**src/rtl/brb_pkg.sv**
```systemverilog
// shared types and constants for the byte ring buffer with pattern find
package brb_pkg;

  localparam int unsigned Depth      = 1024;
  localparam int unsigned AddrW      = $clog2(Depth);
  localparam int unsigned FillW      = AddrW + 1;
  localparam int unsigned MaxBurst   = 64;
  localparam int unsigned MaxPattern = 8;
  localparam int unsigned PatCntW    = $clog2(MaxPattern + 1);

  localparam logic [7:0]  BlankChar  = 8'h5E;
  localparam logic [15:0] OvfMax     = 16'hFFFF;

  // operation codes
  typedef enum logic [2:0] {
    OP_PUSH  = 3'd0,
    OP_POP   = 3'd1,
    OP_DROP  = 3'd2,
    OP_PEEK  = 3'd3,
    OP_BLANK = 3'd4,
    OP_FIND  = 3'd5,
    OP_FLUSH = 3'd6,
    OP_NONE  = 3'd7
  } op_e;

  // configuration register indexes
  localparam logic [0:0] REG_PATTERN = 1'd0;
  localparam logic [0:0] REG_PATLEN  = 1'd1;

  typedef struct packed {
    logic [2:0]  operation;
    logic [7:0]  data_byte;
    logic [6:0]  amount;
    logic [9:0]  offset;
    logic [10:0] window;
  } in_beat_t;

  typedef struct packed {
    logic [7:0]  data_out;
    logic        valid_res;
    logic        last;
    logic        found;
    logic [9:0]  match_position;
    logic [10:0] searched_span;
    logic [10:0] fill_level;
    logic [15:0] overflow_total;
  } out_beat_t;

  // memory port request from the sequencer
  typedef struct packed {
    logic             we;
    logic [AddrW-1:0] waddr;
    logic [7:0]       wdata;
    logic             re;
    logic [AddrW-1:0] raddr;
  } mem_req_t;

endpackage

```
**src/rtl/brb_seq.sv**
```systemverilog
// sequencer: pointers, counters, burst and search control around the byte store
module brb_seq (
  input  logic                         clk_i,
  input  logic                         rst_ni,
  input  logic                         cfg_we_i,
  input  logic                         cfg_idx_i,
  input  logic [63:0]                  cfg_data_i,
  input  logic                         in_valid_i,
  output logic                         in_ready_o,
  input  brb_pkg::in_beat_t            in_beat_i,
  output logic                         out_valid_o,
  input  logic                         out_ready_i,
  output brb_pkg::out_beat_t           out_beat_o,
  output brb_pkg::mem_req_t            mem_o,
  input  logic [7:0]                   rdata_i
);
  localparam int unsigned AW = brb_pkg::AddrW;
  localparam int unsigned FW = brb_pkg::FillW;

  typedef enum logic [2:0] {
    S_IDLE, S_POP, S_PEEK, S_BLANK, S_FIND, S_OUT
  } state_e;

  state_e state_q;
  logic [AW-1:0] rp_q, wp_q;
  logic [FW-1:0] fill_q;
  logic [15:0]   ovf_q;
  logic [63:0]   pat_q;
  logic [3:0]    plen_q;

  // burst / search working registers
  logic [6:0]    left_q;      // bytes still to issue
  logic [AW-1:0] ptr_q;       // next address to issue
  logic [FW-1:0] avail_q;
  logic [FW-1:0] span_q;
  logic [FW-1:0] cand_q;      // candidate start relative to offset
  logic [2:0]    dig_q;       // byte within pattern
  logic          rd_pend_q;
  logic [9:0]    off_q;

  brb_pkg::out_beat_t ob_q;
  logic out_v_q;

  logic [3:0] plen_eff;
  always_comb begin
    plen_eff = plen_q;
    if (plen_q == 4'd0) plen_eff = 4'd1;
    if (plen_q > 4'(brb_pkg::MaxPattern)) plen_eff = 4'(brb_pkg::MaxPattern);
  end

  logic [6:0] amt_sat;
  assign amt_sat = (in_beat_i.amount > 7'(brb_pkg::MaxBurst)) ?
                   7'(brb_pkg::MaxBurst) : in_beat_i.amount;

  logic [FW-1:0] avail_in;
  assign avail_in = ({1'b0, in_beat_i.offset} < fill_q) ?
                    fill_q - FW'(in_beat_i.offset) : '0;

  logic [FW-1:0] n_pop, n_rng;
  assign n_pop = (FW'(amt_sat) < fill_q) ? FW'(amt_sat) : fill_q;
  assign n_rng = (FW'(amt_sat) < avail_in) ? FW'(amt_sat) : avail_in;

  logic [7:0] pat_byte;
  assign pat_byte = pat_q[{dig_q, 3'b000} +: 8];

  assign in_ready_o  = (state_q == S_IDLE) && !out_v_q;
  assign out_valid_o = out_v_q;
  assign out_beat_o  = ob_q;

  logic in_fire, out_fire;
  assign in_fire  = in_valid_i && in_ready_o;
  assign out_fire = out_v_q && out_ready_i;

  // memory requests
  always_comb begin
    mem_o = '0;
    mem_o.waddr = ptr_q;
    mem_o.raddr = ptr_q;
    mem_o.wdata = brb_pkg::BlankChar;
    if (in_fire && in_beat_i.operation == brb_pkg::OP_PUSH &&
        fill_q < FW'(brb_pkg::Depth)) begin
      mem_o.we    = 1'b1;
      mem_o.waddr = wp_q;
      mem_o.wdata = in_beat_i.data_byte;
    end
    if (state_q == S_BLANK && left_q != '0) mem_o.we = 1'b1;
    if ((state_q == S_POP || state_q == S_PEEK) && left_q != '0 && !rd_pend_q)
      mem_o.re = 1'b1;
    if (state_q == S_FIND && !rd_pend_q) begin
      mem_o.re    = 1'b1;
      mem_o.raddr = ptr_q + AW'(cand_q) + AW'(dig_q);
    end
  end

  function automatic brb_pkg::out_beat_t mk(logic v, logic [FW-1:0] f, logic [15:0] o);
    brb_pkg::out_beat_t b;
    b = '0;
    b.valid_res = v;
    b.last = 1'b1;
    b.fill_level = f;
    b.overflow_total = o;
    return b;
  endfunction

  // add the byte read and the last flag to a result beat
  function automatic brb_pkg::out_beat_t mk_data(brb_pkg::out_beat_t b, logic [7:0] d,
                                                 logic l);
    brb_pkg::out_beat_t r;
    r = b;
    r.data_out = d;
    r.last = l;
    return r;
  endfunction

  // add the search outcome to a result beat
  function automatic brb_pkg::out_beat_t mk_find(brb_pkg::out_beat_t b, logic [FW-1:0] s,
                                                 logic h, logic [9:0] p);
    brb_pkg::out_beat_t r;
    r = b;
    r.searched_span = s;
    r.found = h;
    r.match_position = p;
    return r;
  endfunction

  // control state and registered result
  always_ff @(posedge clk_i or negedge rst_ni) begin
    if (!rst_ni) begin
      state_q <= S_IDLE;
      rp_q <= '0; wp_q <= '0; fill_q <= '0; ovf_q <= '0;
      pat_q <= '0; plen_q <= 4'd1;
      out_v_q <= 1'b0; rd_pend_q <= 1'b0;
      left_q <= '0; ptr_q <= '0; avail_q <= '0; span_q <= '0;
      cand_q <= '0; dig_q <= '0; off_q <= '0; ob_q <= '0;
    end else begin
      if (cfg_we_i) begin
        if (cfg_idx_i == brb_pkg::REG_PATTERN) pat_q <= cfg_data_i;
        else plen_q <= cfg_data_i[3:0];
      end
      if (out_fire) out_v_q <= 1'b0;
      case (state_q)
        S_IDLE: begin
          if (in_fire) begin
            off_q <= in_beat_i.offset;
            case (in_beat_i.operation)
              brb_pkg::OP_PUSH: begin
                out_v_q <= 1'b1;
                if (fill_q < FW'(brb_pkg::Depth)) begin
                  wp_q <= wp_q + 1'b1;
                  fill_q <= fill_q + 1'b1;
                  ob_q <= mk(1'b1, fill_q + 1'b1, ovf_q);
                end else begin
                  if (ovf_q != brb_pkg::OvfMax) ovf_q <= ovf_q + 1'b1;
                  ob_q <= mk(1'b0, fill_q,
                             (ovf_q != brb_pkg::OvfMax) ? ovf_q + 1'b1 : ovf_q);
                end
              end
              brb_pkg::OP_POP: begin
                if (n_pop == '0) begin
                  out_v_q <= 1'b1; ob_q <= mk(1'b0, fill_q, ovf_q);
                end else begin
                  left_q <= n_pop[6:0]; ptr_q <= rp_q; state_q <= S_POP;
                end
              end
              brb_pkg::OP_DROP: begin
                wp_q <= wp_q - AW'(n_pop);
                fill_q <= fill_q - n_pop;
                out_v_q <= 1'b1;
                ob_q <= mk(n_pop != '0, fill_q - n_pop, ovf_q);
              end
              brb_pkg::OP_PEEK, brb_pkg::OP_BLANK: begin
                if (n_rng == '0) begin
                  out_v_q <= 1'b1; ob_q <= mk(1'b0, fill_q, ovf_q);
                end else begin
                  left_q <= n_rng[6:0];
                  ptr_q <= rp_q + AW'(in_beat_i.offset);
                  state_q <= (in_beat_i.operation == brb_pkg::OP_PEEK) ?
                             S_PEEK : S_BLANK;
                end
              end
              brb_pkg::OP_FIND: begin
                if (avail_in == '0) begin
                  out_v_q <= 1'b1; ob_q <= mk(1'b0, fill_q, ovf_q);
                end else begin
                  avail_q <= avail_in;
                  span_q  <= (in_beat_i.window < avail_in) ? in_beat_i.window : avail_in;
                  ptr_q   <= rp_q + AW'(in_beat_i.offset);
                  cand_q  <= '0; dig_q <= '0;
                  state_q <= S_FIND;
                end
              end
              brb_pkg::OP_FLUSH: begin
                out_v_q <= 1'b1;
                if (fill_q != '0) begin
                  rp_q <= '0; wp_q <= '0; fill_q <= '0; ovf_q <= '0;
                  ob_q <= mk(1'b1, '0, '0);
                end else begin
                  ob_q <= mk(1'b0, fill_q, ovf_q);
                end
              end
              default: begin
                out_v_q <= 1'b1; ob_q <= mk(1'b0, fill_q, ovf_q);
              end
            endcase
          end
        end
        S_POP, S_PEEK: begin
          // issue one read, then present its byte
          if (!rd_pend_q && !out_v_q) begin
            rd_pend_q <= 1'b1;
            ptr_q <= ptr_q + 1'b1;
            left_q <= left_q - 1'b1;
            if (state_q == S_POP) begin
              rp_q <= rp_q + 1'b1;
              fill_q <= fill_q - 1'b1;
            end
          end else if (rd_pend_q) begin
            rd_pend_q <= 1'b0;
            out_v_q <= 1'b1;
            ob_q <= mk_data(mk(1'b1, fill_q, ovf_q), rdata_i, left_q == '0);
            if (left_q == '0) state_q <= S_IDLE;
          end
        end
        S_BLANK: begin
          ptr_q <= ptr_q + 1'b1;
          left_q <= left_q - 1'b1;
          if (left_q == 7'd1) begin
            state_q <= S_IDLE;
            out_v_q <= 1'b1; ob_q <= mk(1'b1, fill_q, ovf_q);
          end
        end
        S_FIND: begin
          // candidate loop: stop when out of room or past the span
          if (!rd_pend_q) begin
            if (cand_q + FW'(plen_eff) > avail_q || cand_q > span_q) begin
              state_q <= S_IDLE; out_v_q <= 1'b1;
              ob_q <= mk_find(mk(1'b1, fill_q, ovf_q), span_q, 1'b0, '0);
            end else begin
              rd_pend_q <= 1'b1;
            end
          end else begin
            rd_pend_q <= 1'b0;
            if (rdata_i != pat_byte) begin
              cand_q <= cand_q + 1'b1; dig_q <= '0;
            end else if (4'(dig_q) + 4'd1 == plen_eff) begin
              state_q <= S_IDLE; out_v_q <= 1'b1;
              ob_q <= mk_find(mk(1'b1, fill_q, ovf_q), span_q, 1'b1,
                              off_q + 10'(cand_q));
            end else begin
              dig_q <= dig_q + 1'b1;
            end
          end
        end
        default: state_q <= S_IDLE;
      endcase
    end
  end

`ifndef SYNTHESIS
  a_fill_range: assert property (@(posedge clk_i) disable iff (!rst_ni)
    fill_q <= FW'(brb_pkg::Depth)) else $error("fill above depth");
  a_no_accept_busy: assert property (@(posedge clk_i) disable iff (!rst_ni)
    (state_q != S_IDLE) |-> !in_ready_o) else $error("accept while busy");
  a_ptr_gap: assert property (@(posedge clk_i) disable iff (!rst_ni)
    (state_q == S_IDLE) |-> (AW'(wp_q - rp_q) == AW'(fill_q)))
    else $error("pointers disagree with fill");
`endif
endmodule
```
**config.mk**
```make
export PLATFORM = sky130hd
export DESIGN_NAME = brb_seq
export DESIGN_NICKNAME = d
export VERILOG_FILES = /design/src/rtl/brb_pkg.sv /design/src/rtl/brb_seq.sv
export SDC_FILE = /design/constraint.sdc
export NUM_CORES = 1
export LEC_CHECK = 0
export BUFFER_PORTS_ARGS = -buffer_cell sky130_fd_sc_hd__buf_2
export CORE_UTILIZATION = 41
export CTS_BUF_LIST = sky130_fd_sc_hd__clkbuf_2 sky130_fd_sc_hd__clkbuf_4 sky130_fd_sc_hd__clkbuf_8
export CTS_CLUSTER_DIAMETER = 40
export DETAILED_ROUTE_END_ITERATION = 6
export HOLD_SLACK_MARGIN = 0.1
export MAX_ROUTING_LAYER = met4
export PLACE_DENSITY = 0.68
export SYNTH_ARGS = -nofsm -noshare
export SYNTH_HDL_FRONTEND = slang
export SYNTH_SLANG_ARGS = --single-unit
```
**constraint.sdc**
```tcl
create_clock -name clk_i -period 4.66 [get_ports clk_i]
set_input_delay 0.466 -clock clk_i [delete_from_list [all_inputs] [get_ports clk_i]]
set_output_delay 0.466 -clock clk_i [all_outputs]
set_load 0.02 [all_outputs]
```
Yosys cells after proc, flatten, opt, wreduce, memory -nomap -nowiden
Index checks and enable logic that the tools add are counted.
Storage, ports and cells
  word-level logic and storage cells: 250
  bits in registers: 242
Cells by class
  order comparisons: 9
  bitwise gates (word level): 2
  mux-type cells: 104
  add/sub/neg operators: 18
  eq/ne operators: 45
  reduce and logical (&&, ||, !) cells: 47
  shift-type cells: 1
Operator list (count)
  two-way mux 59 bit: 11
  case mux 59 bit (6 select lines): 1
  case mux 59 bit (4 select lines): 1
  two-way mux 11 bit: 15
  two-way mux 10 bit: 11
  two-way mux 51 bit: 2
  case mux 10 bit (3 select lines): 3
  indexed part select 64 x 7 -> 8 bit: 1
  two-way mux 3 bit: 18
  two-way mux 16 bit: 3
  case mux 11 bit (2 select lines): 2
  two-way mux 7 bit: 5
  logical NOT 11 bit: 3
  case mux 11 bit (3 select lines): 1
  case mux 16 bit (2 select lines): 1
  adder 10 x 1 -> 10 bit (second input constant): 3
  adder 10 bit: 3
  != test 3 bit (second input constant): 9
  AND reduction 6 bit: 4
  adder 11 x 1 -> 11 bit (second input constant): 2
  greater-than comparator 11 bit: 2
  less-than comparator 7 x 11 -> 1 bit: 2
  nonzero test 11 bit: 2
  case mux 7 bit (3 select lines): 1
  56 further kinds: 120

Longest topological paths before layout
Gate-level depths: netlist of run 1.
  depth after elaboration: 9
  gate-level depth with buffers: 22
  mapped depth without buffers: 21

Least setup slack after synthesis of run 1
No wires, ideal clock.
  path kind: input to register
  start: input port in_beat_i[13] (netlist name)
  end: register ob_q (netlist bit out_beat_o[25])
  setup time: 0.128 ns
  data required time: 4.532 ns
  stages on the path: 21
  setup slack: -0.221 ns
  data arrival time: 4.753 ns
  cells stage by stage: inv_1 ha_1 o21ai_0 a21oi_1 o2111ai_1 and2_1 buf_2 nor3_1 inv_1 ha_1 a21o_1 a21o_1 a221o_1 a21oi_1 a311oi_1 a211o_1 a211oi_2 o21ba_1 buf_6 buf_8 mux2_1
On the way
  longest elaborated chain between the ends: 7
  elaborated cells between the ends (all ways): 10
Ends and longest elaborated chain
  start: declaration: line brb_seq.sv:10  | input brb_pkg::in_beat_t in_beat_i,
  subtractor 11 x 10 -> 11 bit or less-than comparator 10 x 11 -> 1 bit (tied branches): line brb_seq.sv:57, brb_seq.sv:56
  two-way mux 11 bit (*): line brb_seq.sv:56  | assign avail_in = ({1'b0, in_beat_i.offset} < fill_q) ?
  less-than comparator 7 x 11 -> 1 bit: line brb_seq.sv:61  | assign n_rng = (FW'(amt_sat) < avail_in) ? FW'(amt_sat) : avail_in;
  two-way mux 11 bit: line brb_seq.sv:61
  logical NOT 11 bit: line brb_seq.sv:172  | if (n_rng == '0) begin
  != test 3 bit (no line)
  AND reduction 11 bit (no line) (*)
  end signal: assignment: line brb_seq.sv:169  | ob_q <= mk(n_pop != '0, fill_q - n_pop, ovf_q);
  end signal: assignment: line brb_seq.sv:196  | ob_q <= mk(1'b1, '0, '0);
  end signal: assignment: line brb_seq.sv:198  | ob_q <= mk(1'b0, fill_q, ovf_q);
  end: declaration: line brb_seq.sv:41  | brb_pkg::out_beat_t ob_q;
Every way passes the cells marked *; elsewhere a longest branch is shown, timed or not.
A chain may end at the register's enable or synchronous reset.

Worst setup path after layout of run 1
  start: register fill_q[0]
  end: register ob_q (netlist bit out_beat_o[50])
On the way
  longest elaborated chain between the ends: 7
  elaborated cells between the ends (all ways): 22
Ends and longest elaborated chain
  start: declaration: line brb_seq.sv:26  | logic [FW-1:0] fill_q;
  start signal: assignment: line brb_seq.sv:150  | fill_q <= fill_q + 1'b1;
  start signal: assignment: line brb_seq.sv:167  | fill_q <= fill_q - n_pop;
  start signal: assignment: line brb_seq.sv:215  | fill_q <= fill_q - 1'b1;
  subtractor 11 x 10 -> 11 bit or less-than comparator 10 x 11 -> 1 bit (tied branches): line brb_seq.sv:57, brb_seq.sv:56
  two-way mux 11 bit: line brb_seq.sv:56
  less-than comparator 7 x 11 -> 1 bit: line brb_seq.sv:61
  two-way mux 11 bit: line brb_seq.sv:61
  logical NOT 11 bit: line brb_seq.sv:172
  != test 3 bit (no line)
  AND reduction 11 bit (no line)
Parallel ways exist; a longest one is shown, timed or not. The select of a mux whose other input is x is not followed.

==> run metrics, run 1 <==
outcome=finished, final reports clean; gr ovfl total=0; CTS Buf Count=51; required time worst endpoint=5.20 ns; Pre-Repair DR Iteration Count=5; CTS tree=built; total clock sinks=between 200 and 250; Iteration-0 DRC Markers=between 1000 and 1500; gpl congestion=0.976; post-layout instance area=between 20000 and 25000 um^2; top_reg_cell synth=dfrtp_1; GRT Overall Usage=28.3%; Core Area=around 41000 um^2; max-slew violations=0; crit path time final=4.65 ns; synth unique cells=83; NetSw=6220 uW; setup violators final=0; syn nets=roughly 2100; Post-Syn Instances=1875; total negative slack=0 ns; Min-Delay Path Class=in2reg; CTS Root Cell=clkbuf_8; top cells by area, synth=dfrtp_1 35%, ha_1 8.5%, mux2_2 6.0%; Pwr Density=roughly 650 nW/um^2; via count=16200; Area Growth Syn to Fin=28.2%; Yosys top cell area share=35.3%; die area=between 40000 and 50000 um^2; max cap viols=0; first-pass GRT wire length=~90000 um; largest net degree at the start of global routing=about 110; clock share of power=19.4%; HPWL Detailed=around 43000 um; ys async rst share=100%; critical path class=reg2reg; IO Pins=208; Layout Skew=roughly 0.059 ns; vias in the first global route=15900; Switching Fraction=44.0%; leading area contributor after synthesis=dfrtp_1; Static Leak=about 0.010 uW; crit end category=flop; final wirelength=59100 um; Clock Latency Late Sink=0.67 ns; ANT nets after route=0; H-tree Lvls=2; unrepaired setup endpoints after global routing=true; final worst path period share=99.7%; Final nets=2498; post-placement cell area=between 15000 and 20000 um^2; EDFF count, synth=0; internal power=7940 uW; CP Data Arrival Time=between 5 and 6 ns; CTS clk-pin slew, worst paths=0.06 ns; worst slew pin tran=approximately 1.2 ns; chip width=206 um; vias per cell=5.74; crit path max fanout=8; sequential share of power=23.0%; Max VDD drop=365 uV; drt drc=0; Startpoint Class=flop; Yosys Warn Count=0; fmax=approximately 220 MHz; Layout fillers=3668; initial core utilization=41.7%; Synth Cell Area=17100 um^2; Syn Area/Cell=9.11 um^2; layout cells sized above 1=27.8%; Comb power frac=57.6%; # diodes=0; Clock Path Buffers=3; antenna violations before repair=1; Max-slew headroom=about 19%; Avg WL per Cell=20.9 um; register area share after synthesis=35.5%; IO Port Bufs=207; final hold vios=0; # rows=74; synthesized flop and latch total=~240; die height=206 um
cell usage in the layout, fill, tap and decap left out, types with 27 or more instances in the layout:
cell type and instances:
or3_1 30, mux2_4 28, buf_2 205, nor3_1 27
nand3_1 45, nor2_1 106, mux2_2 85, ha_1 108
a21oi_1 106, clkbuf_8 60, dfrtp_1 237, o21ai_0 152
a21o_1 32, nand2_1 165, dlygate4sd3_1 74, o31ai_1 39
buf_4 136, mux2i_1 54, inv_1 106, xnor2_1 33
worst paths after layout:
kind	from	to	slack (ns)	depth (start not counted)
min in group asynchronous	rst_ni	rp_q[3]$_DFFE_PN0P_	0.45	2
max	fill_q[0]$_DFFE_PN0P_	out_beat_o[50]$_DFFE_PN0P_	0.01	21
min reg2reg	out_beat_o[48]$_DFFE_PN0P_	out_beat_o[48]$_DFFE_PN0P_	0.48	1
min	in_beat_i[7]	span_q[7]$_DFFE_PN0P_	0.16	3
max reg2reg	fill_q[0]$_DFFE_PN0P_	out_beat_o[50]$_DFFE_PN0P_	0.01	21
max in group asynchronous	rst_ni	pat_q[57]$_DFFE_PN0P_	3.05	3
cell families (layout without fill, tap and decap cells):
group	count (synthesis)	count (layout)	synth area share [%]
AOI/OAI and AO/OA	553	553	21.0
xor gates and xnor gates	58	58	2.97
adders and majority gates	126	126	9.67
buffers and inverters	213	636	5.17
DFF	242	242	35.5
muxes	172	172	11.2
and+or+nand+nor	511	511	14.5
per-stage QoR:
step                      utilization [%]  instances  hold WS [ns]  power [uW]  worst slack (ns)
after floorplan                         -       1875         0.170        8110           0.00433
after global placement               47.4       2645         0.458       10500           -0.0431
after detailed placement             47.4       2645         0.469       10700            -0.167
after CTS                            52.3       2816         0.118       13500            0.0271
after global routing                 53.5       2830         0.172       15100            -0.130
final                                53.5       2830         0.155       14200            0.0141
layout make-up:
| class | count | area, um^2 | area share (%) |
|---|---|---|---|
| clock buffer | 78 | 961 | 4.39 |
| clock inverter | 18 | 284 | 1.30 |
| inverter | 112 | 424 | 1.94 |
| multi-input combinational | 1420 | 10500 | 47.8 |
| sequential | 242 | 6060 | 27.7 |
| tap | 532 | 666 | 3.04 |
| timing repair buffer | 428 | 3030 | 13.8 |
repair_timing:
action                                 in CTS  in global routing
endpoints found under the hold margin     185                  0
setup buffers                               1                 11
hold buffers                               74                  0
cloned                                      0                  3
setup endpoints to repair                   5                 77
resized for setup                           4                 73
pin swaps                                   0                 19
registers in the layout (all words and copies together), names as in the netlist, 11 cells and up:
signal	flops
avail_q	11
cand_q	11
fill_q	11
out_beat_o	59
ovf_q	16
pat_q	64
span_q	11
power groups by stage:
stage / Sequential, uW / Clock (uW) / Combinational (uW)
2_1_floorplan: 3180 / 0 / 4930
3_3_place_gp: 3240 / 0 / 7300
3_5_place_dp: 3260 / 0 / 7430
4_1_cts: 3230 / 2770 / 7520
5_1_grt: 3330 / 2870 / 8940
6_report: 3260 / 2740 / 8150
synthesized netlist by cell type (all sizes together) (7+ instances only):
| cell type | count |
|---|---|
| nand3 | 46 |
| inv | 110 |
| a31oi | 15 |
| o31ai | 40 |
| mux2i | 55 |
| a21boi | 7 |
| dfrtp | 241 |
| nor2 | 111 |
| o21a | 10 |
| a22o | 25 |
| mux2 | 113 |
| a21o | 32 |
| a22oi | 16 |
| and3 | 25 |
| or2 | 14 |
| or3 | 30 |
| ha | 116 |
| nor2b | 25 |
| buf | 26 |
| a221oi | 10 |
| xnor2 | 33 |
| o211ai | 9 |
| clkbuf | 75 |
| and2 | 15 |
| nand2 | 165 |
| nor3 | 30 |
| o21ai | 166 |
| xor2 | 25 |
| a21oi | 113 |
| fa | 10 |
| a211oi | 22 |
| nand4 | 9 |
| o22ai | 19 |
| nand2b | 17 |
worst max-delay path, stage by stage, from the launching register on:
cell       delay, ns
dfrtp_1         0.38
inv_2           0.12
ha_4            0.15
inv_2           0.04
fa_2            0.41
a211oi_2        0.25
buf_4           0.18
buf_6           0.10
o21ba_4         0.15
nor3_4          0.05
inv_2           0.07
ha_4            0.20
a21o_1          0.15
a21o_1          0.15
a221o_1         0.34
a21oi_2         0.16
a311oi_1        0.06
a211o_1         0.34
a211oi_2        0.31
o21ba_4         0.37
clkbuf_16       0.23
mux2_4          0.30
metal layers:
layer | part of all wire [%] | vias to the layer above | track usage, %
li1 | - | 7591 | -
met1 | 44 | 7933 | 37.3
met2 | 46 | 588 | 44.4
met3 | 6.0 | 126 | 4.07
met4 | 3.2 | 0 | 9.98
met5 | 0 | - | -
No activity file was read; power rests on OpenSTA's default activity.
==> inputs of run 2 (changes only) <==
--- a/config.mk
+++ b/config.mk
@@ -6,13 +6,15 @@
 export NUM_CORES = 1
 export LEC_CHECK = 0
 export BUFFER_PORTS_ARGS = -buffer_cell sky130_fd_sc_hd__buf_2
-export CORE_UTILIZATION = 41
+export CELL_PAD_IN_SITES_DETAIL_PLACEMENT = 2
+export CELL_PAD_IN_SITES_GLOBAL_PLACEMENT = 2
+export CORE_UTILIZATION = 34
 export CTS_BUF_LIST = sky130_fd_sc_hd__clkbuf_2 sky130_fd_sc_hd__clkbuf_4 sky130_fd_sc_hd__clkbuf_8
 export CTS_CLUSTER_DIAMETER = 40
 export DETAILED_ROUTE_END_ITERATION = 6
 export HOLD_SLACK_MARGIN = 0.1
 export MAX_ROUTING_LAYER = met4
-export PLACE_DENSITY = 0.68
+export PLACE_DENSITY = 0.85
 export SYNTH_ARGS = -nofsm -noshare
 export SYNTH_HDL_FRONTEND = slang
 export SYNTH_SLANG_ARGS = --single-unit
==> run metrics, run 2 (same netlist as run 1, synthesis figures left out) <==
Clock Path Buffers=3 (unchanged); Max VDD drop=247 uV (was 365 uV); Pre-Repair DR Iteration Count=7 (was 5); most frequent cells in the layout=231 x dfrtp_1, 205 x buf_2, 162 x nand2_1 (was 237 x dfrtp_1, 205 x buf_2, 165 x nand2_1); Final nets=2516 (was 2498); Final WS setup=-0.312 ns (was 0.0141 ns); fmax=201 MHz (was 215 MHz); hold_ws=0.103 ns (was 0.155 ns); crit end category=flop (unchanged); CTS Root Cell=clkbuf_8 (unchanged); CTS Buf Count=56 (was 51); cell family with the largest share of critical-path delay=compound AO/OA/AOI/OAI gates (unchanged); ANT nets after route=0 (unchanged); Max stage delay on crit path=0.49 ns (was 0.41 ns); die height=226 um (was 206 um); outcome=finished with violations (was finished, final reports clean); H-tree Lvls=2 (unchanged); Area Growth Syn to Fin=31.7% (was 28.2%); CTS clk-pin slew, worst paths=0.06 ns (about the same); CTS tree=built (unchanged); crit-path cells=ha_1, nand2_1, o21ai_1, o2111ai_2, and2_4, nor3_2, inv_2, ha_1, a21o_1, a21o_1, a221o_1, a21oi_2, a311oi_2, a211o_1, a211oi_2, o21ba_4, buf_12, buf_12, mux2i_4 (was inv_2, ha_4, inv_2, fa_2, a211oi_2, buf_4, buf_6, o21ba_4, nor3_4, inv_2, ha_4, a21o_1, a21o_1, a221o_1, a21oi_2, a311oi_1, a211o_1, a211oi_2, o21ba_4, clkbuf_16, mux2_4); die area=51100 um^2 (was 42500 um^2); Layout fillers=5186 (was 3668); first-pass GRT wire length=129000 um (was 89800 um); Storage cell area=6070 um^2 (was 6060 um^2); Most flops, register=pat_q (unchanged); via count=19100 (was 16200); HPWL Detailed=54200 um (was 43100 um); Clock Latency Late Sink=0.73 ns (was 0.67 ns); antenna violations before repair=12 (was 1); crit path max fanout=9 (was 8); reg2reg start=fill_q[5]$_DFFE_PN0P_ (was fill_q[0]$_DFFE_PN0P_); worst slew pin tran=1.62 ns (was 1.21 ns); final worst path period share=107% (was 99.7%); max cap viols=2 (was 0); layout cells sized above 1=29.8% (was 27.8%); final wirelength=99500 um (was 59100 um); IO Pins=208 (unchanged); total negative slack=-15.76 ns (was 0 ns); # rows=81 (was 74); crit path buf inv count=3 (was 6); commonest non-fill, non-tap cell in the layout=dfrtp_1 (unchanged); total clock sinks=242 (unchanged); chip width=226 um (was 206 um); IO Port Bufs=207 (unchanged); largest net degree at the start of global routing=108 (was 111); initial core utilization=34.7% (was 41.7%); drt drc=2 (was 0); final hold vios=0 (unchanged); required time worst endpoint=5.28 ns (was 5.20 ns); crit path time final=4.97 ns (was 4.65 ns); max FFs per register=64 (unchanged); Pwr Density=742 nW/um^2 (was 647 nW/um^2); gpl congestion=0.923 (was 0.976); critical hold path startpoint=in_beat_i[10] (was in_beat_i[7]); Min-Delay Path Class=in2reg (unchanged); max-slew violations=22 (was 0); footprint of the multi-input gates=10600 um^2 (was 10500 um^2); GRT Overall Usage=34.4% (was 28.3%); critical path class=reg2reg (unchanged); Iteration-0 DRC Markers=1860 (was 1186); setup violators final=83 (was 0); unrepaired setup endpoints after global routing=true (unchanged); Static Leak=0.0104 uW (was 0.0102 uW); vias in the first global route=20200 (was 15900); vias per cell=6.37 (was 5.74); CP max-delay cell=dfrtp_1 (was fa_2); Avg WL per Cell=33.2 um (was 20.9 um); CP Data Arrival Time=5.59 ns (was 5.19 ns); Core Area=49300 um^2 (was 40900 um^2); Startpoint Class=flop (unchanged); Max-slew headroom=-8.71% (was 19.4%); gr ovfl total=0 (unchanged); CP Launch Point=fill_q[5]$_DFFE_PN0P_ (was fill_q[0]$_DFFE_PN0P_); failing checks=DRC, capacitance limit, slew limit, setup timing; Layout Skew=0.0507 ns (was 0.0594 ns)
==> run 2: changes by cell type in the layout (fill, tap and decap cells not counted), moves of 5 or more <==
cell	change
clkbuf_8	+5
a21oi_1	-5
mux2_4	-9
o21ai_2	+6
o21ai_0	-8
diode_2	+14
dfrtp_1	-6
buf_6	+7
mux2_1	+9
dfrtp_2	+6
==> run 2: worst reg2reg max path, cell delays in order, from the launching register on <==
cell	delay, ns
dfrtp_1	0.49
ha_1	0.45
nand2_1	0.12
o21ai_1	0.27
o2111ai_2	0.19
and2_4	0.21
nor3_2	0.23
inv_2	0.10
ha_1	0.31
a21o_1	0.20
a21o_1	0.18
a221o_1	0.31
a21oi_2	0.18
a311oi_2	0.08
a211o_1	0.34
a211oi_2	0.34
o21ba_4	0.30
buf_12	0.18
buf_12	0.16
mux2i_4	0.26
==> run 2: path summary, 6_finish.rpt <==
| path | to | slack [ns] | depth (start not counted) |
|---|---|---|---|
| worst min register to register | out_beat_o[47]$_DFFE_PN0P_ | 0.48 | 1 |
| worst max register to register | out_beat_o[57]$_DFFE_PN0P_ | -0.31 | 19 |
| min in group asynchronous | rp_q[2]$_DFFE_PN0P_ | 0.41 | 2 |
| worst min-delay path | span_q[10]$_DFFE_PN0P_ | 0.10 | 3 |
| worst max-delay path | out_beat_o[57]$_DFFE_PN0P_ | -0.31 | 19 |
| max in group asynchronous | span_q[0]$_DFFE_PN0P_ | 2.97 | 3 |
==> run 2: layer usage <==
layer,up-vias,global-route usage (%),share of wire [%]
met2,1138,58.2,48
met1,9767,37.0,36
li1,7629,-,-
met5,-,-,0
met3,563,5.58,7.0
met4,0,23.8,8.5
==> run 2: final cells by class <==
cell class                      count  share of cell area (%)
Multi-Input combinational cell   1420                    47.2
Sequential cell                   242                    27.0
Timing Repair Buffer              441                    14.1
Clock buffer                       81                    4.51
Tap cell                          664                    3.69
Inverter                          112                    1.89
Clock inverter                     24                    1.55
Antenna cell                       14                   0.156
==> run 2: where the power goes <==
part	internal [uW]	switching, uW
Sequential	2660	803
Clock	1860	1330
Combinational	3840	6210
==> run 2: through the flow <==
| step | power, uW | instances | worst slack [ns] | instance area (um^2) | utilization (%) |
|---|---|---|---|---|---|
| after CTS | 14500 | 2967 | 0.0131 | 21800 | 44.3 |
| after global routing | 17100 | 2996 | -0.381 | 22500 | 45.7 |
| final | 16700 | 2998 | -0.312 | 22500 | 45.7 |
| after detailed placement | 11200 | 2771 | -0.340 | 19500 | 39.6 |
| after floorplan | 8110 | 1875 | 0.00433 | 17100 | - |
| after global placement | 10700 | 2771 | -0.0334 | 19500 | 39.6 |
==> run 2: repair_timing <==
item,4_1_cts,5_1_grt
gates cloned,0,4
setup buffers,13,15
resized for setup,26,108
hold endpoints to repair,185,0
setup endpoints to repair,66,101
hold buffers,78,0
pin swaps,6,49
